**src/rtl/ocsv_pkg.sv**
```systemverilog
// Shared types, constants and a helper function of the order feed CSV line parser.
`default_nettype none
package ocsv_pkg;

	localparam int NUM_SLOTS   = 7;
	localparam int NUM_WORDS   = 8;
	localparam int QUEUE_DEPTH = 2;

	localparam int W_ADD       = 0;
	localparam int W_CANCEL    = 1;
	localparam int W_MODIFY    = 2;
	localparam int W_TRADE     = 3;
	localparam int W_BUY       = 4;
	localparam int W_SELL      = 5;
	localparam int W_TIMESTAMP = 6;
	localparam int W_SYMBOL    = 7;

	localparam logic [7:0] CH_LF    = 8'd10;
	localparam logic [7:0] CH_CR    = 8'd13;
	localparam logic [7:0] CH_SPACE = 8'd32;
	localparam logic [7:0] CH_COMMA = 8'd44;
	localparam logic [7:0] CH_MINUS = 8'd45;
	localparam logic [7:0] CH_PLUS  = 8'd43;
	localparam logic [7:0] CH_DOT   = 8'd46;
	localparam logic [7:0] CH_ZERO  = 8'd48;
	localparam logic [7:0] CH_NINE  = 8'd57;

	localparam logic [63:0] POW10 [10] = '{
		64'd1, 64'd10, 64'd100, 64'd1000, 64'd10000, 64'd100000, 64'd1000000,
		64'd10000000, 64'd100000000, 64'd1000000000
	};

	localparam logic [3:0] WORD_LEN [NUM_WORDS] = '{
		4'd3, 4'd6, 4'd6, 4'd5, 4'd3, 4'd4, 4'd9, 4'd6
	};

	localparam logic [71:0] WORD_TEXT [NUM_WORDS] = '{
		72'("ADD"), 72'("CANCEL"), 72'("MODIFY"), 72'("TRADE"),
		72'("BUY"), 72'("SELL"), 72'("TIMESTAMP"), 72'("SYMBOL")
	};

	typedef enum logic [2:0] {
		KIND_INVALID = 3'd0,
		KIND_ADD     = 3'd1,
		KIND_CANCEL  = 3'd2,
		KIND_MODIFY  = 3'd3,
		KIND_TRADE   = 3'd4
	} kind_t;

	typedef enum logic [3:0] {
		ERR_NONE        = 4'd0,
		ERR_FEW_FIELDS  = 4'd1,
		ERR_EMPTY_TS    = 4'd2,
		ERR_BAD_TS      = 4'd3,
		ERR_NO_TYPE     = 4'd4,
		ERR_BAD_TYPE    = 4'd5,
		ERR_SHORT       = 4'd6,
		ERR_NO_ID       = 4'd7,
		ERR_BAD_ID      = 4'd8,
		ERR_BAD_SIDE    = 4'd9,
		ERR_BAD_PRICE   = 4'd10,
		ERR_BAD_QTY     = 4'd11
	} err_code_t;

	typedef struct packed {
		logic [7:0] line_byte;
		logic       end_of_stream;
		logic       restart;
	} in_word_t;

	typedef struct packed {
		logic        record_ok;
		logic [3:0]  error_code;
		logic [2:0]  event_kind;
		logic        sell_side;
		logic [63:0] stamp;
		logic [63:0] order_number;
		logic signed [63:0] price_scaled;
		logic [63:0] amount;
		logic        symbol_present;
		logic [31:0] lines_seen;
		logic [31:0] errors_seen;
	} out_word_t;

	typedef struct packed {
		logic        nonempty;
		logic        digits;
		logic        first_digit;
		logic        zero_only;
		logic [63:0] num;
		logic [63:0] pmag;
		logic        pneg;
		logic [NUM_WORDS-1:0] match;
	} slot_t;

	typedef struct packed {
		logic                        restart;
		logic                        close;
		logic                        has_content;
		logic [4:0]                  nf;
		slot_t [NUM_SLOTS-1:0]       slots;
	} line_entry_t;

	typedef struct packed {
		logic full;
		logic empty;
	} queue_status_t;

	function automatic logic word_hit(input logic [2:0] w, input logic [3:0] p,
			input logic [7:0] up);
		logic [3:0]  l;
		logic [71:0] t;
		int          sh;
		l = WORD_LEN[w];
		t = WORD_TEXT[w];
		sh = 8 * (int'(l) - 1 - int'(p));
		if (p >= l) begin
			return 1'b0;
		end
		return t[sh +: 8] == up;
	endfunction

endpackage
`default_nettype wire

```
**src/rtl/ocsv_front.sv**
```systemverilog
// Front part: classifies feed bytes, decodes fields and hands finished lines to the queue.
`default_nettype none
module ocsv_front #(
	parameter int FRACTION_DIGITS = 8
) (
	input  wire logic               clk,
	input  wire logic               arst_n,
	input  wire logic               accept,
	input  wire ocsv_pkg::in_word_t word,
	output logic                    push,
	output ocsv_pkg::line_entry_t   entry
);

	typedef struct packed {
		logic [3:0]  len;
		logic        all_digits;
		logic        first_digit;
		logic        zero_only;
		logic [63:0] num;
		logic [ocsv_pkg::NUM_WORDS-1:0] words;
		logic        neg;
		logic        dot;
		logic        bad;
		logic        body;
		logic [3:0]  fdig;
		logic [63:0] pacc;
	} field_acc_t;

	function automatic field_acc_t field_clear();
		field_acc_t r;
		r = '0;
		r.all_digits = 1'b1;
		r.words = '1;
		return r;
	endfunction

	function automatic field_acc_t feed_space(input field_acc_t s);
		field_acc_t r;
		r = s;
		if (s.len == 4'd0) begin
			r.first_digit = 1'b0;
		end
		r.zero_only = 1'b0;
		r.all_digits = 1'b0;
		r.words = '0;
		r.body = 1'b1;
		r.bad = 1'b1;
		if (s.len != 4'd15) begin
			r.len = s.len + 4'd1;
		end
		return r;
	endfunction

	function automatic field_acc_t feed_char(input field_acc_t s, input logic [7:0] c);
		field_acc_t  r;
		logic        dig;
		logic [3:0]  d;
		logic [7:0]  up;
		logic [63:0] weight;
		logic [63:0] term;
		r = s;
		dig = (c >= ocsv_pkg::CH_ZERO) && (c <= ocsv_pkg::CH_NINE);
		d = c[3:0];
		up = (c >= 8'd97 && c <= 8'd122) ? c - 8'd32 : c;
		weight = s.dot ? ocsv_pkg::POW10[4'(FRACTION_DIGITS - 1) - s.fdig]
			: ocsv_pkg::POW10[FRACTION_DIGITS];
		term = weight * {60'd0, d};
		if (s.len == 4'd0) begin
			r.first_digit = dig;
			r.zero_only = (c == ocsv_pkg::CH_ZERO);
		end else begin
			r.zero_only = 1'b0;
		end
		if (dig) begin
			r.num = (s.num << 3) + (s.num << 1) + {60'd0, d};
		end else begin
			r.all_digits = 1'b0;
		end
		for (int w = 0; w < ocsv_pkg::NUM_WORDS; w++) begin
			if (!ocsv_pkg::word_hit(3'(w), s.len, up)) begin
				r.words[w] = 1'b0;
			end
		end
		if (s.len == 4'd0 && (c == ocsv_pkg::CH_MINUS || c == ocsv_pkg::CH_PLUS)) begin
			r.neg = (c == ocsv_pkg::CH_MINUS);
		end else begin
			r.body = 1'b1;
			if (!s.dot && c == ocsv_pkg::CH_DOT) begin
				r.dot = 1'b1;
			end else if (!dig) begin
				r.bad = 1'b1;
			end else if (!s.dot) begin
				r.pacc = (s.pacc << 3) + (s.pacc << 1) + term;
			end else if (s.fdig < 4'(FRACTION_DIGITS)) begin
				r.pacc = s.pacc + term;
				r.fdig = s.fdig + 4'd1;
			end
		end
		if (s.len != 4'd15) begin
			r.len = s.len + 4'd1;
		end
		return r;
	endfunction

	function automatic ocsv_pkg::slot_t commit(input field_acc_t s);
		ocsv_pkg::slot_t r;
		r.nonempty = (s.len != 4'd0);
		r.digits = r.nonempty && s.all_digits;
		r.first_digit = s.first_digit;
		r.zero_only = s.zero_only;
		r.num = s.num;
		for (int w = 0; w < ocsv_pkg::NUM_WORDS; w++) begin
			r.match[w] = s.words[w] && (s.len == ocsv_pkg::WORD_LEN[w]);
		end
		r.pmag = (r.nonempty && s.body && !s.bad) ? s.pacc : 64'd0;
		r.pneg = s.neg;
		return r;
	endfunction

	field_acc_t                                cur_q;
	ocsv_pkg::slot_t [ocsv_pkg::NUM_SLOTS-1:0] slots_q;
	logic [3:0]                                fp_q;
	logic                                      pend_q;
	logic                                      hc_q;

	field_acc_t                                cur_b, st1, st2, cur_after, commit_src, cur_next;
	ocsv_pkg::slot_t [ocsv_pkg::NUM_SLOTS-1:0] slots_b, slots_after;
	logic [3:0]                                fp_b, fp_after;
	logic                                      pend_b, hc_b, hc_after, pend_after;
	logic                                      is_nl, is_trim, is_comma, close;

	always_comb begin
		if (word.restart) begin
			cur_b = field_clear();
			slots_b = '0;
			fp_b = 4'd0;
			pend_b = 1'b0;
			hc_b = 1'b0;
		end else begin
			cur_b = cur_q;
			slots_b = slots_q;
			fp_b = fp_q;
			pend_b = pend_q;
			hc_b = hc_q;
		end
		is_nl = (word.line_byte == ocsv_pkg::CH_LF);
		is_trim = (word.line_byte == ocsv_pkg::CH_CR) || (word.line_byte == ocsv_pkg::CH_SPACE);
		is_comma = (word.line_byte == ocsv_pkg::CH_COMMA);
		close = is_nl || word.end_of_stream;
		st1 = (pend_b && !is_trim && !is_nl) ? feed_space(cur_b) : cur_b;
		st2 = feed_char(st1, word.line_byte);
		if (is_nl || is_trim) begin
			cur_after = cur_b;
		end else if (is_comma) begin
			cur_after = st1;
		end else begin
			cur_after = st2;
		end
		commit_src = cur_after;
		slots_after = slots_b;
		if ((is_comma || close) && fp_b < 4'(ocsv_pkg::NUM_SLOTS)) begin
			slots_after[fp_b[2:0]] = commit(commit_src);
		end
		fp_after = (is_comma && !is_nl && fp_b != 4'd15) ? fp_b + 4'd1 : fp_b;
		cur_next = is_comma ? field_clear() : cur_after;
		hc_after = hc_b || (!is_nl && !is_trim);
		pend_after = is_trim;
		push = accept && (close || word.restart);
		entry.restart = word.restart;
		entry.close = close;
		entry.has_content = hc_after;
		entry.nf = {1'b0, fp_after} + 5'd1;
		entry.slots = slots_after;
	end

	always_ff @(posedge clk or negedge arst_n) begin
		if (!arst_n) begin
			cur_q <= field_clear();
			slots_q <= '0;
			fp_q <= 4'd0;
			pend_q <= 1'b0;
			hc_q <= 1'b0;
		end else if (accept) begin
			if (close) begin
				cur_q <= field_clear();
				slots_q <= '0;
				fp_q <= 4'd0;
				pend_q <= 1'b0;
				hc_q <= 1'b0;
			end else begin
				cur_q <= cur_next;
				slots_q <= slots_after;
				fp_q <= fp_after;
				pend_q <= pend_after;
				hc_q <= hc_after;
			end
		end
	end

endmodule
`default_nettype wire

```
**src/rtl/ocsv_queue.sv**
```systemverilog
// Short queue of finished lines between the front and back parts.
`default_nettype none
module ocsv_queue (
	input  wire logic                  clk,
	input  wire logic                  arst_n,
	input  wire logic                  push,
	input  wire ocsv_pkg::line_entry_t wr_entry,
	input  wire logic                  pop,
	output ocsv_pkg::line_entry_t      rd_entry,
	output ocsv_pkg::queue_status_t    status
);

	localparam int PTR_W = $clog2(ocsv_pkg::QUEUE_DEPTH);

	ocsv_pkg::line_entry_t mem_q [ocsv_pkg::QUEUE_DEPTH];
	logic [PTR_W-1:0]      wr_ptr_q, rd_ptr_q;
	logic [PTR_W:0]        count_q;

	always_comb begin
		status.full = (count_q == (PTR_W + 1)'(ocsv_pkg::QUEUE_DEPTH));
		status.empty = (count_q == '0);
		rd_entry = mem_q[rd_ptr_q];
	end

	always_ff @(posedge clk) begin
		if (push) begin
			mem_q[wr_ptr_q] <= wr_entry;
		end
	end

	always_ff @(posedge clk or negedge arst_n) begin
		if (!arst_n) begin
			wr_ptr_q <= '0;
			rd_ptr_q <= '0;
			count_q <= '0;
		end else begin
			if (push) begin
				wr_ptr_q <= (wr_ptr_q == PTR_W'(ocsv_pkg::QUEUE_DEPTH - 1)) ? '0
					: wr_ptr_q + PTR_W'(1);
			end
			if (pop) begin
				rd_ptr_q <= (rd_ptr_q == PTR_W'(ocsv_pkg::QUEUE_DEPTH - 1)) ? '0
					: rd_ptr_q + PTR_W'(1);
			end
			unique case ({push, pop})
				2'b10: count_q <= count_q + (PTR_W + 1)'(1);
				2'b01: count_q <= count_q - (PTR_W + 1)'(1);
				default: count_q <= count_q;
			endcase
		end
	end

	a_no_overflow: assert property (@(posedge clk) disable iff (!arst_n)
		!(push && status.full && !pop))
		else $error("Line queue written while full.");

	a_no_underflow: assert property (@(posedge clk) disable iff (!arst_n)
		!(pop && status.empty))
		else $error("Line queue read while empty.");

	a_count_bound: assert property (@(posedge clk) disable iff (!arst_n)
		count_q <= (PTR_W + 1)'(ocsv_pkg::QUEUE_DEPTH))
		else $error("Line queue count out of range.");

endmodule
`default_nettype wire

```
**src/rtl/ocsv_back.sv**
```systemverilog
// Back part: decodes one queued line into a record and keeps the line and error counts.
`default_nettype none
module ocsv_back #(
	parameter int COUNTER_WIDTH = 32
) (
	input  wire logic                  clk,
	input  wire logic                  arst_n,
	input  wire logic                  head_valid,
	input  wire ocsv_pkg::line_entry_t head,
	output logic                       pop,
	output logic                       record_valid,
	input  wire logic                  record_stall,
	output ocsv_pkg::out_word_t        record_word
);

	logic                     flag_q;
	logic [COUNTER_WIDTH-1:0] lc_q, ec_q;
	logic                     out_valid_q;
	ocsv_pkg::out_word_t      out_q;

	logic                     flag_b, flag_n, advance, produce, o_set, use_sym;
	logic [COUNTER_WIDTH-1:0] lc_b, ec_b, lc_n, ec_n;
	logic [4:0]               ob;
	ocsv_pkg::slot_t          s0, ts, et, id, sd, px, qt;
	ocsv_pkg::kind_t          kind;
	ocsv_pkg::err_code_t      err;
	logic [63:0]              qty, price, lc_w, ec_w;
	ocsv_pkg::out_word_t      res;

	always_comb begin
		advance = !out_valid_q || !record_stall;
		pop = head_valid && advance;
		flag_b = head.restart ? 1'b0 : flag_q;
		lc_b = head.restart ? '0 : lc_q;
		ec_b = head.restart ? '0 : ec_q;
		s0 = head.slots[0];
		o_set = (head.nf >= 5'd7) && s0.nonempty && !s0.first_digit;
		use_sym = flag_b || o_set;
		ob = {4'd0, use_sym};
		ts = head.slots[3'(ob)];
		et = head.slots[3'(ob + 5'd1)];
		id = head.slots[3'(ob + 5'd2)];
		sd = head.slots[3'(ob + 5'd3)];
		px = head.slots[3'(ob + 5'd4)];
		qt = head.slots[3'(ob + 5'd5)];
		priority if (et.match[ocsv_pkg::W_ADD]) kind = ocsv_pkg::KIND_ADD;
		else if (et.match[ocsv_pkg::W_CANCEL]) kind = ocsv_pkg::KIND_CANCEL;
		else if (et.match[ocsv_pkg::W_MODIFY]) kind = ocsv_pkg::KIND_MODIFY;
		else if (et.match[ocsv_pkg::W_TRADE]) kind = ocsv_pkg::KIND_TRADE;
		else kind = ocsv_pkg::KIND_INVALID;
		qty = qt.digits ? qt.num : 64'd0;
		price = px.pneg ? 64'd0 - px.pmag : px.pmag;
		priority if (head.nf < 5'd2) err = ocsv_pkg::ERR_FEW_FIELDS;
		else if (!ts.nonempty) err = ocsv_pkg::ERR_EMPTY_TS;
		else if (!ts.digits) err = ocsv_pkg::ERR_BAD_TS;
		else if (ob + 5'd1 >= head.nf) err = ocsv_pkg::ERR_NO_TYPE;
		else if (kind == ocsv_pkg::KIND_INVALID) err = ocsv_pkg::ERR_BAD_TYPE;
		else if (kind == ocsv_pkg::KIND_CANCEL && head.nf < ob + 5'd3)
			err = ocsv_pkg::ERR_SHORT;
		else if (kind == ocsv_pkg::KIND_CANCEL && !id.nonempty) err = ocsv_pkg::ERR_NO_ID;
		else if (kind == ocsv_pkg::KIND_CANCEL && !id.digits) err = ocsv_pkg::ERR_BAD_ID;
		else if (kind == ocsv_pkg::KIND_CANCEL) err = ocsv_pkg::ERR_NONE;
		else if (head.nf < ob + 5'd6) err = ocsv_pkg::ERR_SHORT;
		else if (kind == ocsv_pkg::KIND_TRADE) err = ocsv_pkg::ERR_NONE;
		else if (!id.nonempty) err = ocsv_pkg::ERR_NO_ID;
		else if (!id.digits) err = ocsv_pkg::ERR_BAD_ID;
		else if (!(sd.match[ocsv_pkg::W_SELL] || sd.match[ocsv_pkg::W_BUY]))
			err = ocsv_pkg::ERR_BAD_SIDE;
		else if (px.pmag == 64'd0 && px.nonempty && !px.zero_only)
			err = ocsv_pkg::ERR_BAD_PRICE;
		else if (qty == 64'd0) err = ocsv_pkg::ERR_BAD_QTY;
		else err = ocsv_pkg::ERR_NONE;
		produce = head.close && head.has_content
			&& !(s0.match[ocsv_pkg::W_TIMESTAMP] || s0.match[ocsv_pkg::W_SYMBOL]);
		flag_n = flag_b;
		lc_n = lc_b;
		ec_n = ec_b;
		if (head.close) begin
			lc_n = lc_b + COUNTER_WIDTH'(1);
		end
		if (produce) begin
			if (head.nf >= 5'd2) begin
				flag_n = use_sym;
			end
			if (err != ocsv_pkg::ERR_NONE) begin
				ec_n = ec_b + COUNTER_WIDTH'(1);
			end
		end
		lc_w = 64'(lc_n);
		ec_w = 64'(ec_n);
		res = '0;
		res.error_code = err;
		res.symbol_present = (err == ocsv_pkg::ERR_FEW_FIELDS) ? 1'b0 : use_sym;
		res.lines_seen = lc_w[31:0];
		res.errors_seen = ec_w[31:0];
		if (err == ocsv_pkg::ERR_NONE) begin
			res.record_ok = 1'b1;
			res.event_kind = kind;
			res.stamp = ts.num;
			res.order_number = (kind == ocsv_pkg::KIND_TRADE) ? 64'd0 : id.num;
			if (kind != ocsv_pkg::KIND_CANCEL) begin
				res.sell_side = sd.match[ocsv_pkg::W_SELL];
				res.price_scaled = price;
				res.amount = qty;
			end
		end
		record_valid = out_valid_q;
		record_word = out_q;
	end

	always_ff @(posedge clk) begin
		if (pop && produce) begin
			out_q <= res;
		end
	end

	always_ff @(posedge clk or negedge arst_n) begin
		if (!arst_n) begin
			flag_q <= 1'b0;
			lc_q <= '0;
			ec_q <= '0;
			out_valid_q <= 1'b0;
		end else begin
			if (pop) begin
				flag_q <= flag_n;
				lc_q <= lc_n;
				ec_q <= ec_n;
			end
			if (advance) begin
				out_valid_q <= pop && produce;
			end
		end
	end

endmodule
`default_nettype wire

```
**src/rtl/order_feed_csv_line_parser.sv**
```systemverilog
// Top level of the order feed CSV line parser.
// Takes one feed byte per cycle on the feed channel and gives one record word per data line
// on the record channel. The front part decodes the byte that ends a line and writes it into
// the line queue; the back part decodes the queued line into its output register. The
// two-entry line queue sets the input stall, which rises only while two finished lines wait
// for the back part, so the feed runs at one byte per cycle as long as records are taken.
// Header and empty lines are counted but give no record.
`default_nettype none
module order_feed_csv_line_parser #(
	parameter int FRACTION_DIGITS = 8,
	parameter int COUNTER_WIDTH = 32
) (
	input  wire logic               clk,
	input  wire logic               arst_n,
	input  wire logic               feed_valid,
	output logic                    feed_stall,
	input  wire ocsv_pkg::in_word_t feed_word,
	output logic                    record_valid,
	input  wire logic               record_stall,
	output ocsv_pkg::out_word_t     record_word
);

	ocsv_pkg::line_entry_t   wr_entry, rd_entry;
	ocsv_pkg::queue_status_t status;
	logic                    accept, push, pop;

	assign feed_stall = status.full;
	assign accept = feed_valid && !status.full;

	ocsv_front #(
		.FRACTION_DIGITS(FRACTION_DIGITS)
	) u_front (
		.clk(clk),
		.arst_n(arst_n),
		.accept(accept),
		.word(feed_word),
		.push(push),
		.entry(wr_entry)
	);

	ocsv_queue u_queue (
		.clk(clk),
		.arst_n(arst_n),
		.push(push),
		.wr_entry(wr_entry),
		.pop(pop),
		.rd_entry(rd_entry),
		.status(status)
	);

	ocsv_back #(
		.COUNTER_WIDTH(COUNTER_WIDTH)
	) u_back (
		.clk(clk),
		.arst_n(arst_n),
		.head_valid(!status.empty),
		.head(rd_entry),
		.pop(pop),
		.record_valid(record_valid),
		.record_stall(record_stall),
		.record_word(record_word)
	);

endmodule
`default_nettype wire
```
**config.mk**
```make
export PLATFORM = sky130hd
export DESIGN_NAME = order_feed_csv_line_parser
export DESIGN_NICKNAME = d
export VERILOG_FILES = /design/src/rtl/ocsv_pkg.sv /design/src/rtl/ocsv_front.sv /design/src/rtl/ocsv_queue.sv /design/src/rtl/ocsv_back.sv /design/src/rtl/order_feed_csv_line_parser.sv
export SDC_FILE = /design/constraint.sdc
export NUM_CORES = 2
export LEC_CHECK = 0
export BUFFER_PORTS_ARGS = -buffer_cell sky130_fd_sc_hd__buf_2
export CORE_MARGIN = 4
export CORE_UTILIZATION = 30
export DETAILED_ROUTE_END_ITERATION = 16
export PLACE_DENSITY = 0.46
export SLEW_MARGIN = 20
export SYNTH_ARGS = -nofsm -noshare
export SYNTH_HDL_FRONTEND = slang
export SYNTH_SLANG_ARGS = --single-unit
```
**constraint.sdc**
```tcl
create_clock -name clk -period 27.2 [get_ports clk]
set_input_delay 2.72 -clock clk [delete_from_list [all_inputs] [get_ports clk]]
set_output_delay 2.72 -clock clk [all_outputs]
set_load 0.02 [all_outputs]
```
==> summary.txt <==
Outcome
  • Status: complete, no violations

Floorplan
  • Starting Density: a little under a third
  • Die width: between 600 and 700 µm
  • Row cnt: between 200 and 250
  • Floorplan die area: slightly below 400,000 µm²
  • Core area: 373,000 µm²
  • Die Y: around 620 µm
  • Io pins: approximately 350

Yosys
  • Synthesized Nets: 10.5k
  • Top_reg_cell synth: edfxtp_1
  • Synth warnings: 0
  • FF+latch count, synth: 2,202
  • Synth top area cells: edfxtp_1 38%, dfrtp_1 17%, o21ai_0 5.0%
  • Yosys top cell by area: edfxtp_1
  • Asr flop ratio synth: roughly a third
  • Mapped Area: roughly 110,000 µm²
  • Post-Synthesis Cells: 10.1k
  • Post-synth EDFFs: between 1k and 1.5k
  • Yosys top cell area share: between 30% and 40%
  • Syn Area/Cell: around 11 µm²
  • Sequential area share after synthesis: 55.2%
  • Distinct cells, synth: 104

CTS
  • Worst skew pair latency: about 0.96 ns
  • TritonCTS clock tree: done
  • Postcts setup bufs: 0
  • CTS Hold Bufs: 0
  • CTS sink count: about 2.2k
  • Num CTS Buffers: approximately 240
  • Cts repair resizes: 0
  • Root Buffer: clkbuf_16
  • H-tree depth: 4
  • CTS clk-pin slew, worst paths: approximately 0.070 ns
  • Max Root-Sink Buffers: 4

Placement
  • Final GP Congestion: a little under 0.9
  • Buffers on Ports: 345
  • Post-detail-place hpwl: approximately 270,000 µm

Route
  • Wire length on met2: 186,000 µm
  • Top metal layer carrying routed signals: met5
  • WL/cell: approximately 27 µm
  • Drt total wl: slightly above 400,000 µm
  • Drt via density: roughly 5.5
  • Met3 Routed Length: approximately 27,000 µm
  • Drt first pass iters: 6
  • WL met1: 186,000 µm
  • Post-route DRC: 0
  • Antenna Nets Post-Route: 0
  • Drt initial violations: between 8k and 9k
  • Overall via count from detail_route: between 80k and 90k

Timing
  • Setup TNS: 0 ns
  • Minimum clock period after layout: ~14 ns
  • Slew margin rel.: between 10% and 20%
  • Final cycle utilization of the critical path: about 50%
  • Peak Freq: 0.0722 GHz
  • Unrepaired setup endpoints after global routing: false
  • Layout Skew: approximately 0.10 ns
  • Final setup violating endpoints: 0
  • Fin. max-slew vios: 0
  • Final hold viol count: 0
  • Worst Max-Slew Pin Slew: ~1.2 ns

Global route
  • Largest net degree at the start of global routing: ~190
  • First-pass GRT wire length: between 500,000 and 600,000 µm
  • Vias in the first global route: approximately 83k
  • Initial antenna violation count: 37
  • GRT Total Usage: between 20% and 30%
  • Gr ovfl total: 0

Worst setup path
  • Slowest library cell on the worst path: a2111oi_0
  • Worst setup EP type: register
  • CP startpoint kind: input pin
  • CP Data Required Time: 27.79 ns
  • FF-to-FF Start: u_front.cur_q[70]
  • Setup CP Type: in -> reg
  • CP arrival: between 10 and 15 ns
  • Crit-path max FO: 44
  • R2r setup slk: between 10 and 15 ns
  • Max stage delay on crit path: between 0.8 and 0.9 ns
  • R2R cell count: 37
  • R2r endpoint: u_queue.mem_q[0][621]

Worst hold path
  • Min-delay src: u_back.lc_q[1]
  • Tightest Hold Check Type: reg -> reg
  • Hold depth: 2
  • Worst hold endpoint: u_back.lc_q[1]

Power
  • VDD IR max: just under 0.00008 V
  • Leakage: ~50 nW
  • Pwr Density: 85.7 nW/µm²

Cells and area
  • Net count, final: between 10k and 15k
  • Highest-count cells in the layout ignoring fill and taps: 1,432 x edfxtp_1, 1,107 x o21ai_0, 940 x nand2_1, 760 x dfrtp_1, 567 x nand3_1
  • Ratio of cells with drive above 1 in the final layout: roughly an eighth
  • Post-layout util: 34.4%
  • Area delta synth->final: 13.9%
  • Commonest non-fill, non-tap cell in the layout: edfxtp_1

Run
  • Max cap viols: 0
-- cells in the mapped netlist, drive strengths merged (16+ instances only) --
cell type / count
edfxtp: 1432
o21ai: 1131
nand2: 947
dfrtp: 761
nand3: 573
clkbuf: 569
nor2: 503
a21oi: 381
a22o: 378
inv: 335
ha: 317
xnor2: 201
nor3: 165
buf: 154
mux2i: 154
mux4: 153
nor2b: 148
and2: 147
xor2: 115
and3: 114
a21o: 101
fa: 93
nor4: 87
or3: 84
o31ai: 78
nand4: 72
nand2b: 60
o22a: 56
a31oi: 55
o21a: 50
mux2: 48
a211oi: 46
a22oi: 43
o22ai: 39
a221oi: 34
o211ai: 33
or4: 32
o21bai: 31
o2111ai: 23
a21boi: 22
a2111oi: 21
a222oi: 17
o221ai: 16
o311ai: 16
-- flip-flops by register name, indices dropped and copies added, names as in the netlist --
signal / count
u_front.hc_q: 1
u_back.record_word: 330
u_front.slots_q: 543
u_back.record_valid: 1
u_back.lc_q: 32
u_back.ec_q: 32
u_queue.rd_ptr_q: 1
u_queue.count_q: 2
u_front.pend_q: 1
u_queue.mem_q: 1102
u_front.cur_q: 151
u_front.fp_q: 4
u_back.flag_q: 1
u_queue.wr_ptr_q: 1
-- where the power goes --
group / switching (mW) / internal [mW]
sequential: 0.157 / 4.07
clock: 1.45 / 1.96
combinational: 2.38 / 0.999
-- kinds of logic (layout without fill, tap and decap cells) --
logic type               count (synthesis)  count (layout)  synth area share (%)
flip-flops                            2202            2202                  55.2
XOR/XNOR                               316             316                  2.46
buffers and inverters                 1061            1374                  3.71
AND/OR/NAND/NOR                       3013            3013                  13.0
other                                    0              15                     0
AO/OA/AOI/OAI                         2706            2706                  15.5
adder cells (fa/ha/maj)                410             410                  5.17
multiplexers                           355             355                  4.90
-- metrics by stage --
| step | power [mW] | hold WS (ns) | instances | worst slack [ns] | area [µm²] |
|---|---|---|---|---|---|
| after floorplan | 6.54 | 0.437 | 10100 | 8.40 | 113000 |
| after detailed placement | 7.69 | 0.455 | 14900 | 12.20 | 120000 |
| after CTS | 11.1 | 0.469 | 15300 | 13.12 | 128000 |
| after global placement | 7.66 | 0.453 | 14900 | 12.43 | 120000 |
| after global routing | 11.5 | 0.495 | 15400 | 12.59 | 128000 |
| final | 11.0 | 0.463 | 15400 | 13.36 | 128000 |
-- final cells by class --
type / count / area (µm²)
multi-input cells: 6800 / 46800
repair buffers: 578 / 3610
well taps: 4972 / 6220
clock inverters: 126 / 1460
clock buffers: 332 / 6760
fillers: 37000 / 245000
flip-flops and latches: 2202 / 62300
diodes: 15 / 37.5
inverters: 338 / 1290
-- worst max-delay path by stage --
| stage | endpoint | startpoint | depth (start not counted) | slack [ns] |
|---|---|---|---|---|
| 2_1_floorplan | u_queue.mem_q[0][100] | feed_word[6] | 7 | 8.40 |
| 6_report | u_queue.mem_q[0][621] | feed_word[0] | 38 | 13.36 |
| 5_1_grt | u_queue.mem_q[0][621] | feed_word[0] | 38 | 12.59 |
| 4_1_cts | u_queue.mem_q[0][621] | feed_word[0] | 38 | 13.12 |
| 3_3_place_gp | u_queue.mem_q[0][621] | feed_word[0] | 38 | 12.43 |
| 3_5_place_dp | u_queue.mem_q[1][621] | feed_word[0] | 38 | 12.20 |
-- worst max-delay path: cells and delay by family --
family                     cells  cell delay (ns)
adders and majority gates      5             2.21
buffers and inverters          5             0.89
AOI/OAI and AO/OA             21             5.79
and+or+nand+nor                5             2.44
xor gates and xnor gates       2             0.33
-- per-layer routing --
metal  up-vias  track usage [%]
li1      37700                -
met1     43500             29.6
met2      3064             32.3
met3       567             2.99
met4         8             6.06
met5         -                0
No activity file was read; power rests on OpenSTA's default activity.
